[src/rtl/core/sdte_pkg.sv]
// Types, codes and constant tables of the disk target engine.
package sdte_pkg;

  localparam int SECTOR_BYTES = 512;
  localparam int SEC_AW = $clog2(SECTOR_BYTES);
  localparam int SEC_PW = SEC_AW + 1;
  localparam logic [31:0] LBA_RESET = 32'd528807;
  localparam logic [15:0] INQ_LEN = 16'd96;
  localparam logic [15:0] CAP_LEN = 16'd8;
  localparam logic [31:0] SECTOR_BYTES_W = 32'(SECTOR_BYTES);

  localparam logic [7:0] OP_TUR      = 8'h00;
  localparam logic [7:0] OP_PREVENT  = 8'h1e;
  localparam logic [7:0] OP_INQUIRY  = 8'h12;
  localparam logic [7:0] OP_MSENSE   = 8'h1a;
  localparam logic [7:0] OP_RDCAP    = 8'h25;
  localparam logic [7:0] OP_READ6    = 8'h08;
  localparam logic [7:0] OP_READ10   = 8'h28;
  localparam logic [7:0] OP_WRITE6   = 8'h0a;
  localparam logic [7:0] OP_WRITE10  = 8'h2a;

  localparam logic [5:0] PAGE_GEOM  = 6'h03;
  localparam logic [5:0] PAGE_RIGID = 6'h04;
  localparam logic [5:0] PAGE_ALL   = 6'h3f;

  typedef enum logic [2:0] {
    PH_IDLE = 3'd0,
    PH_INQ  = 3'd1,
    PH_MODE = 3'd2,
    PH_CAP  = 3'd3,
    PH_FILL = 3'd4,
    PH_SEND = 3'd5,
    PH_RECV = 3'd6
  } phase_t;

  typedef enum logic [1:0] {
    IK_CMD  = 2'd0,
    IK_PULL = 2'd1,
    IK_DATA = 2'd2,
    IK_FILL = 2'd3
  } item_kind_t;

  typedef enum logic [2:0] {
    RK_DATA     = 3'd0,
    RK_DONE     = 3'd1,
    RK_RDREQ    = 3'd2,
    RK_WRBYTE   = 3'd3,
    RK_NOTREADY = 3'd4,
    RK_UNSUP    = 3'd5
  } res_kind_t;

  localparam logic [7:0] INQ_HEAD [32] = '{
    8'h00, 8'h00, 8'h00, 8'h02, 8'h00, 8'h00, 8'h00, 8'h02,
    8'h41, 8'h72, 8'h63, 8'h75, 8'h6c, 8'h61, 8'h74, 8'h72,
    8'h41, 8'h72, 8'h63, 8'h75, 8'h6c, 8'h61, 8'h74, 8'h6f,
    8'h72, 8'h53, 8'h43, 8'h53, 8'h49, 8'h48, 8'h44, 8'h20
  };

  localparam logic [7:0] GEOM_PAGE [24] = '{
    8'h03, 8'h16, 8'h00, 8'h01, 8'h00, 8'h01, 8'h00, 8'h01,
    8'h00, 8'h01, 8'h01, 8'h00, 8'h02, 8'h00, 8'h00, 8'h00,
    8'h00, 8'h00, 8'h00, 8'h00, 8'h00, 8'h00, 8'h00, 8'h00
  };

  localparam logic [7:0] RIGID_PAGE [24] = '{
    8'h04, 8'h16, 8'h00, 8'h10, 8'h00, 8'h40, 8'h00, 8'h00,
    8'h00, 8'h00, 8'h00, 8'h00, 8'h00, 8'h00, 8'h00, 8'h00,
    8'h00, 8'h00, 8'h00, 8'h00, 8'h10, 8'h00, 8'h00, 8'h00
  };

  // Byte lane of a big-endian 32-bit word.
  function automatic logic [7:0] be_byte(input logic [31:0] w, input logic [1:0] i);
    logic [7:0] b;
    case (i)
      2'd0: b = w[31:24];
      2'd1: b = w[23:16];
      2'd2: b = w[15:8];
      default: b = w[7:0];
    endcase
    return b;
  endfunction

endpackage

[src/rtl/core/scsi_disk_target_engine_unit.sv]
// Top level of the direct-access disk target engine.
// Direct-access disk target engine. Each input word is one event of the bus
// (a new command descriptor, an initiator pull, an initiator data byte or a
// storage fill byte); each result word is a data byte, a completion, a sector
// read request, a storage write byte, a not-ready or an unsupported answer.
// The engine takes one input word per clock while in_stall is low. A word that
// yields one result (or none) leaves the engine ready for the next word in the
// following cycle unless the receiver stalls; a word that yields two results
// (last byte plus completion, or last byte of a sector plus the next sector
// request) holds the output register until both results are taken. The sector
// buffer is a 512 x 8 memory with one write and one registered read port: fill
// and receive bytes write it, pulls during a read transfer read it, and the
// read data is registered as the word enters the output register and joins it.
// A whole sector is filled before any byte of it is read, so the two ports
// never meet on one entry. The buffer needs no clearing pass after reset. Write
// last_block_address through cfg_write/cfg_data only while the engine idles.
module scsi_disk_target_engine_unit (
  input  logic        clk,
  input  logic        rst,
  input  logic        cfg_write,
  input  logic [31:0] cfg_data,
  input  logic        in_valid,
  output logic        in_stall,
  input  logic [1:0]  item_kind,
  input  logic [7:0]  cmd_byte0,
  input  logic [7:0]  cmd_byte1,
  input  logic [7:0]  cmd_byte2,
  input  logic [7:0]  cmd_byte3,
  input  logic [7:0]  cmd_byte4,
  input  logic [7:0]  cmd_byte5,
  input  logic [7:0]  cmd_byte7,
  input  logic [7:0]  cmd_byte8,
  input  logic [7:0]  data_value,
  input  logic        stop_flag,
  output logic        out_valid,
  input  logic        out_stall,
  output logic [2:0]  result_kind,
  output logic [7:0]  out_byte,
  output logic [31:0] block_number,
  output logic [8:0]  byte_offset,
  output logic        final_mark
);
  import sdte_pkg::*;

  // Control state.
  logic [31:0]       last_block_address;
  phase_t            phase, phase_next;
  logic [31:0]       current_block, current_block_next;
  logic [16:0]       sectors_left, sectors_left_next;
  logic [SEC_PW-1:0] sector_position, sector_position_next;
  logic [SEC_PW-1:0] fill_count, fill_count_next;
  logic [15:0]       reply_index, reply_index_next;
  logic [15:0]       reply_limit, reply_limit_next;
  logic [5:0]        page_select, page_select_next;

  // Sector buffer.
  logic [7:0]        sector_store [SECTOR_BYTES];
  logic              mem_we, mem_re;
  logic [SEC_AW-1:0] mem_waddr, mem_raddr;
  logic [7:0]        mem_wdata, mem_rdata;

  // Output register: up to two results of one word.
  logic        s_valid, s_sel, s_has1, s_mem;
  res_kind_t   s_k0, s_k1;
  logic [7:0]  s_b0;
  logic [31:0] s_blk0, s_blk1;
  logic [8:0]  s_off0;
  logic        s_fin0;

  // Results of the word at the input.
  logic        has0, has1, r0_mem, r0_fin;
  res_kind_t   r0_k, r1_k;
  logic [7:0]  r0_b;
  logic [31:0] r0_blk, r1_blk;
  logic [8:0]  r0_off;

  logic in_acc, out_acc, out_last;

  // Descriptor decode.
  logic [31:0] a6, a10;
  logic [16:0] c6, c10;
  logic [15:0] inq_len;
  logic [7:0]  reply_b;
  logic [15:0] mj, mk;
  logic        p3, p4;
  logic [SEC_PW-1:0] pos_inc;

  assign out_last = s_sel || !s_has1;
  assign out_acc  = out_valid && !out_stall;
  // Take a new word unless the output register holds results not all taken now.
  assign in_stall = s_valid && !(out_acc && out_last);
  assign in_acc   = in_valid && !in_stall;

  assign a6  = {11'd0, cmd_byte1[4:0], cmd_byte2, cmd_byte3};
  assign a10 = {cmd_byte2, cmd_byte3, cmd_byte4, cmd_byte5};
  assign c6  = (cmd_byte4 == 8'd0) ? 17'd256 : {9'd0, cmd_byte4};
  assign c10 = {1'b0, cmd_byte7, cmd_byte8};
  assign inq_len = ({cmd_byte3, cmd_byte4} < INQ_LEN) ? {cmd_byte3, cmd_byte4} : INQ_LEN;
  assign pos_inc = sector_position + SEC_PW'(1);

  // Reply byte of the current reply phase at reply_index.
  always_comb begin
    p3 = (page_select == PAGE_GEOM) || (page_select == PAGE_ALL);
    p4 = (page_select == PAGE_RIGID) || (page_select == PAGE_ALL);
    mj = reply_index - 16'd4;
    mk = p3 ? (mj - 16'd24) : mj;
    reply_b = 8'd0;
    case (phase)
      PH_INQ: begin
        if (reply_index < 16'd32) reply_b = INQ_HEAD[reply_index[4:0]];
      end
      PH_CAP: begin
        if (reply_index < 16'd4) begin
          reply_b = be_byte(last_block_address, reply_index[1:0]);
        end else if (reply_index < 16'd8) begin
          reply_b = be_byte(SECTOR_BYTES_W, reply_index[1:0]);
        end
      end
      default: begin
        // Mode sense: header, then the selected pages, then zero pad.
        if (reply_index < 16'd4) begin
          reply_b = (reply_index == 16'd0) ? 8'(reply_limit - 16'd4) : 8'd0;
        end else if (p3 && mj < 16'd24) begin
          reply_b = GEOM_PAGE[mj[4:0]];
        end else if (p4 && mk < 16'd24) begin
          reply_b = RIGID_PAGE[mk[4:0]];
        end
      end
    endcase
  end

  // Next state and results of one word.
  always_comb begin
    phase_next           = phase;
    current_block_next   = current_block;
    sectors_left_next    = sectors_left;
    sector_position_next = sector_position;
    fill_count_next      = fill_count;
    reply_index_next     = reply_index;
    reply_limit_next     = reply_limit;
    page_select_next     = page_select;
    has0 = 1'b0;  has1 = 1'b0;
    r0_k = RK_DONE;  r0_b = 8'd0;  r0_blk = 32'd0;  r0_off = 9'd0;
    r0_fin = 1'b0;  r0_mem = 1'b0;
    r1_k = RK_DONE;  r1_blk = 32'd0;
    mem_we = 1'b0;  mem_waddr = fill_count[SEC_AW-1:0];  mem_wdata = data_value;
    mem_re = 1'b0;  mem_raddr = sector_position[SEC_AW-1:0];

    case (item_kind_t'(item_kind))
      IK_CMD: begin
        case (cmd_byte0)
          OP_TUR, OP_PREVENT: begin
            phase_next = PH_IDLE;
            has0 = 1'b1;  r0_k = RK_DONE;  r0_fin = 1'b1;
          end
          OP_INQUIRY, OP_MSENSE, OP_RDCAP: begin
            reply_index_next = 16'd0;
            if (cmd_byte0 == OP_INQUIRY) begin
              reply_limit_next = inq_len;
              phase_next = PH_INQ;
            end else if (cmd_byte0 == OP_MSENSE) begin
              reply_limit_next = {8'd0, cmd_byte4};
              page_select_next = cmd_byte2[5:0];
              phase_next = PH_MODE;
            end else begin
              reply_limit_next = CAP_LEN;
              phase_next = PH_CAP;
            end
            // Zero length: complete at once.
            if (reply_limit_next == 16'd0) begin
              phase_next = PH_IDLE;
              has0 = 1'b1;  r0_k = RK_DONE;  r0_fin = 1'b1;
            end
          end
          OP_READ6, OP_READ10, OP_WRITE6, OP_WRITE10: begin
            if (cmd_byte0 == OP_READ6 || cmd_byte0 == OP_WRITE6) begin
              current_block_next = a6;
              sectors_left_next  = c6;
            end else begin
              current_block_next = a10;
              sectors_left_next  = c10;
            end
            sector_position_next = '0;
            fill_count_next      = '0;
            if (sectors_left_next == 17'd0) begin
              phase_next = PH_IDLE;
              has0 = 1'b1;  r0_k = RK_DONE;  r0_fin = 1'b1;
            end else if (cmd_byte0 == OP_READ6 || cmd_byte0 == OP_READ10) begin
              phase_next = PH_FILL;
              has0 = 1'b1;  r0_k = RK_RDREQ;  r0_blk = current_block_next;
            end else begin
              phase_next = PH_RECV;
            end
          end
          default: begin
            phase_next = PH_IDLE;
            has0 = 1'b1;  r0_k = RK_UNSUP;  r0_fin = 1'b1;
          end
        endcase
      end
      IK_PULL: begin
        has0 = 1'b1;
        if (phase == PH_INQ || phase == PH_MODE || phase == PH_CAP) begin
          r0_k = RK_DATA;  r0_b = reply_b;
          reply_index_next = reply_index + 16'd1;
          if (reply_index_next >= reply_limit) begin
            phase_next = PH_IDLE;
            has1 = 1'b1;  r1_k = RK_DONE;
          end
        end else if (phase == PH_SEND) begin
          r0_k = RK_DATA;  r0_mem = 1'b1;  mem_re = 1'b1;
          sector_position_next = pos_inc;
          if (stop_flag) begin
            phase_next = PH_IDLE;
            has1 = 1'b1;  r1_k = RK_DONE;
          end else if (pos_inc == SEC_PW'(SECTOR_BYTES)) begin
            sector_position_next = '0;
            current_block_next   = current_block + 32'd1;
            sectors_left_next    = sectors_left - 17'd1;
            has1 = 1'b1;
            if (sectors_left_next == 17'd0) begin
              phase_next = PH_IDLE;
              r1_k = RK_DONE;
            end else begin
              phase_next = PH_FILL;
              fill_count_next = '0;
              r1_k = RK_RDREQ;  r1_blk = current_block_next;
            end
          end
        end else begin
          r0_k = RK_NOTREADY;
        end
      end
      IK_DATA: begin
        has0 = 1'b1;
        if (phase == PH_RECV) begin
          mem_we = 1'b1;  mem_waddr = sector_position[SEC_AW-1:0];
          r0_k = RK_WRBYTE;  r0_b = data_value;  r0_blk = current_block;
          r0_off = 9'(sector_position);
          sector_position_next = pos_inc;
          if (stop_flag) begin
            phase_next = PH_IDLE;
            has1 = 1'b1;  r1_k = RK_DONE;
          end else if (pos_inc == SEC_PW'(SECTOR_BYTES)) begin
            sector_position_next = '0;
            current_block_next   = current_block + 32'd1;
            sectors_left_next    = sectors_left - 17'd1;
            if (sectors_left_next == 17'd0) begin
              phase_next = PH_IDLE;
              has1 = 1'b1;  r1_k = RK_DONE;
            end
          end
        end else begin
          r0_k = RK_NOTREADY;
        end
      end
      default: begin
        // Fill byte: store it, switch to sending once the sector is full.
        if (phase == PH_FILL) begin
          mem_we = 1'b1;
          fill_count_next = fill_count + SEC_PW'(1);
          if (fill_count_next == SEC_PW'(SECTOR_BYTES)) begin
            phase_next = PH_SEND;
            sector_position_next = '0;
          end
        end
      end
    endcase
  end

  // Control registers.
  always_ff @(posedge clk) begin
    if (rst) begin
      last_block_address <= LBA_RESET;
      phase           <= PH_IDLE;
      current_block   <= '0;
      sectors_left    <= '0;
      sector_position <= '0;
      fill_count      <= '0;
      reply_index     <= '0;
      reply_limit     <= '0;
      page_select     <= '0;
    end else begin
      if (cfg_write) last_block_address <= cfg_data;
      if (in_acc) begin
        phase           <= phase_next;
        current_block   <= current_block_next;
        sectors_left    <= sectors_left_next;
        sector_position <= sector_position_next;
        fill_count      <= fill_count_next;
        reply_index     <= reply_index_next;
        reply_limit     <= reply_limit_next;
        page_select     <= page_select_next;
      end
    end
  end

  // Sector buffer: one write port, one registered read port; read data
  // holds until the next pull so a stalled output keeps its byte.
  always_ff @(posedge clk) begin
    if (in_acc && mem_we) sector_store[mem_waddr] <= mem_wdata;
    if (in_acc && mem_re) mem_rdata <= sector_store[mem_raddr];
  end

  // Output register: load a new word, or step from the first to the second
  // result, or drop the entry once its last result is taken.
  always_ff @(posedge clk) begin
    if (rst) begin
      s_valid <= 1'b0;
      s_sel   <= 1'b0;
    end else if (in_acc) begin
      s_valid <= has0;
      s_sel   <= 1'b0;
    end else if (out_acc) begin
      if (out_last) s_valid <= 1'b0;
      else          s_sel   <= 1'b1;
    end
  end

  always_ff @(posedge clk) begin
    if (in_acc) begin
      s_has1 <= has1;
      s_mem  <= r0_mem;
      s_k0   <= r0_k;
      s_b0   <= r0_b;
      s_blk0 <= r0_blk;
      s_off0 <= r0_off;
      s_fin0 <= r0_fin;
      s_k1   <= r1_k;
      s_blk1 <= r1_blk;
    end
  end

  assign out_valid    = s_valid;
  assign result_kind  = s_sel ? s_k1 : s_k0;
  assign out_byte     = s_sel ? 8'd0 : (s_mem ? mem_rdata : s_b0);
  assign block_number = s_sel ? s_blk1 : s_blk0;
  assign byte_offset  = s_sel ? 9'd0 : s_off0;
  assign final_mark   = s_sel ? (s_k1 == RK_DONE) : s_fin0;

endmodule

[config.mk]
export PLATFORM = sky130hd
export DESIGN_NAME = scsi_disk_target_engine_unit
export DESIGN_NICKNAME = d
export VERILOG_FILES = /design/src/rtl/core/sdte_pkg.sv /design/src/rtl/core/scsi_disk_target_engine_unit.sv
export SDC_FILE = /design/constraint.sdc
export NUM_CORES = 2
export LEC_CHECK = 0
export BUFFER_PORTS_ARGS = -buffer_cell sky130_fd_sc_hd__buf_4
export CAP_MARGIN = 10
export CELL_PAD_IN_SITES_DETAIL_PLACEMENT = 1
export CELL_PAD_IN_SITES_GLOBAL_PLACEMENT = 1
export CORE_MARGIN = 2
export CORE_UTILIZATION = 50
export DETAILED_ROUTE_END_ITERATION = 12
export PLACE_DENSITY = 0.76
export SLEW_MARGIN = 15
export SYNTH_ARGS = -nofsm -noshare
export SYNTH_HDL_FRONTEND = slang
export SYNTH_SLANG_ARGS = --single-unit
[constraint.sdc]
create_clock -name clk -period 14.2 [get_ports clk]
set_input_delay 0.71 -clock clk [delete_from_list [all_inputs] [get_ports clk]]
set_output_delay 0.71 -clock clk [all_outputs]
set_load 0.05 [all_outputs]
==> out/metrics.cfg <==
[run_status]
outcome = complete, no violations

[layout]
finish.utilization_pct = 56.0
syn2layout_area_growth_pct = 11.7
regArea_sq_um = 129000
final_cells = 14300
fillers = 30200
multiInputGateArea_sq_um = 41800
nets = 9535
final_layout_size_suffix_gt1_share_pct = 20.3

[pwr]
power.density_nw_per_um2 = 135
internal_power_mw = 20.5
p_leak_nw = 58.6
switching_power_mw = 5.48
p_clk_share_pct = 42.9
netSwitchingFraction_pct = 21.0
power_frac_seq_pct = 54.0
p_total_mw = 26.0
ir_drop_uv = 113
combPwrFrac_pct = 3.1

[yosys]
synthDistinctLibCells = 78
yosysWarnings = 0
synth_top_area_cell = edfxtp_1
synth_seq_cells = 4337
syn_area_sq_um = 173000
ys_async_sr_fraction_pct = 0
synth_nets = 9345
synth.most_common_cell = edfxtp_1
synth.top_cell.area_share_pct = 72.7
yosys-top-cells-area = edfxtp_1 73%, mux4_2 12%, mux2i_1 3.0%
synth_ff_type = edfxtp_1
yosys-top-cells-count = 4193 x edfxtp_1, 907 x mux4_2, 788 x nor2_1
synth_area_per_cell_sq_um = 18.8
synth-edff-count = 4193
yosysSeqAreaShare_pct = 74.4
netlist_instances = 9194

[global_routing]
first_global_vias = 97800
grt_pass1_wl_microns = 726000
antenna_found_initial = 33
overflow = 0
grt_use_total_pct = 28.9
grt_most_used_layer = met2
grt_util_met3_pct = 6.15
grt_use_met2_pct = 45.7
met1_usage_pct = 38.5
grt_start_max_net_pins = 207

[critical_path]
max_stage_delay_ps = 770
crit_top_cell = buf_12
crit_arrival_ps = 7150
crit_type = reg2reg
cp_data_required_time_ps = 14830
slowest_stage = o21ai_0
path_max_fanout = 107
endpoint_kind = register
crit_chain = buf_12, buf_12, buf_12, mux4_2, mux4_2, a21oi_1, a221oi_1, o21ai_0, o21ai_0
start_kind = register

[route]
wirelength_microns = 510000
vias = 94900
drc = 0
drt-pass1-iter-count = 6
drtAntennaViolNets = 0
drt-initial-drc-count = 12900
route.detailed.wl_per_inst_microns = 35.6
viasPerCell = 6.62

[placed_design]
port_buffers = 163
post-dp-hpwl_microns = 303000
gp_congestion = 0.883
place_ws_ps = 7890
dpl.cell_count = 13500

[cts]
cts_tree = done
cts.sinks = 4337
clockBufferDepth = 4
cts_made_buffers = 428
root_buffer = clkbuf_16
ctsHtreeMaxLevel = 5
clkTransAtPathRegs_ps = 60
clk_latency_ps = 1010

[sta]
rsz0062_at_grt = false
fin_setup_tns_ps = 0
fin_skew_ps = 73.1
slew_headroom_pct = 9.18
setup_viol = 0
setup_slack_ps = 7680
min_period_over_period_pct = 45.9
hold_violations = 0
worstMarginPinSlew_ps = 1360
timing.final.crit_period_ps = 6520
drv_slew = 0
fmax_mhz = 153

[die]
core.rowCount = 216
die_area_sq_um = 351000
die_h_microns = 592
start_util_pct = 50.1
die_x_microns = 592
ioPinCount = 167
core_sq_um = 345000

[job]
timing.max_cap.violations = 0

[worst_hold_path]
hold_path.class = in2reg

## worst paths after layout
kind                                         start              end  slack (ps)  cells after the start
worst max-delay path            sector_position[0]     mem_rdata[1]        7680                      9
worst min-delay path                  cmd_byte4[1]   reply_limit[1]          50                      3
worst max register to register  sector_position[0]     mem_rdata[1]        7680                      9
worst min register to register     reply_limit[11]  reply_limit[11]         460                      2
## state kept, by name, indices dropped and copies added (netlist names), 10 cells and up
name                count
sector_position        10
reply_index            16
sector_store         4096
last_block_address     32
s_blk1                 32
fill_count             10
s_blk0                 32
reply_limit            16
current_block          32
sectors_left           17
## critical path, delay by kind of cell, from the launching register on
kind            cells  cell delay [ps]
mux                 2             1190
buf+inv             3             1830
compound gates      4             1870
flops               1              660
## placed cells by master, fill, tap and decap left out, drive strengths merged, types with 49 or more instances in the layout
cell type,n
mux2,49
clkinv,209
edfxtp,4193
nor3,93
o21ai,192
a221oi,125
nand3,83
dfxtp,144
buf,337
clkbuf,520
nand2,274
mux4,907
mux2i,514
a21oi,273
a22oi,153
nor2,788
inv,62
## metrics by stage
stage	hold slack (ps)	instance area, sq um
floorplan	430	173000
global placement	447	179000
detailed placement	449	179000
CTS	2.53	193000
global route	37.3	193000
finish	46.0	193000
## routing by layer
metal / part of all wire [%] / vias up / routed length [microns]
met3: 9.7 / 1138 / 49200
met2: 48 / 5505 / 243000
met5: 0.031 / - / 158
li1: - / 38000 / -
met1: 37 / 50200 / 191000
met4: 5.3 / 26 / 27300
## power groups by stage
| stage | clock (mW) | combinational, mW | sequential, mW |
|---|---|---|---|
| 6_report | 11.2 | 0.806 | 14.1 |
| 5_1_grt | 11.7 | 0.853 | 14.1 |
| 4_1_cts | 11.2 | 0.805 | 14.1 |
| 3_5_place_dp | 0 | 0.794 | 14.3 |
| 3_3_place_gp | 0 | 0.756 | 14.3 |
| 2_1_floorplan | 0 | 0.410 | 14.3 |
## cell families after synthesis
| group | after synthesis | share of synthesized area [%] |
|---|---|---|
| xor+xnor | 60 | 0.304 |
| mux | 1470 | 15.1 |
| fa+ha+maj | 39 | 0.282 |
| compound gates | 1126 | 4.44 |
| simple gates | 1493 | 3.82 |
| flops | 4337 | 74.4 |
| buf+inv | 669 | 1.65 |
## repair_timing
action                    CTS  global route
hold endpoints to repair   37             0
setup buffers               0             0
hold buffers               37             0
gates resized for setup     0             0
## cell type report
cell class | count | share of cell area (%)
sequential | 4337 | 66.6
multi-input combinational | 4188 | 21.6
clock buffer | 520 | 5.75
tap | 4578 | 2.96
timing repair buffer | 374 | 1.64
clock inverter | 268 | 1.28
inverter | 55 | 0.115
antenna | 19 | 0.0246
Power figures use the tool's default switching activity.
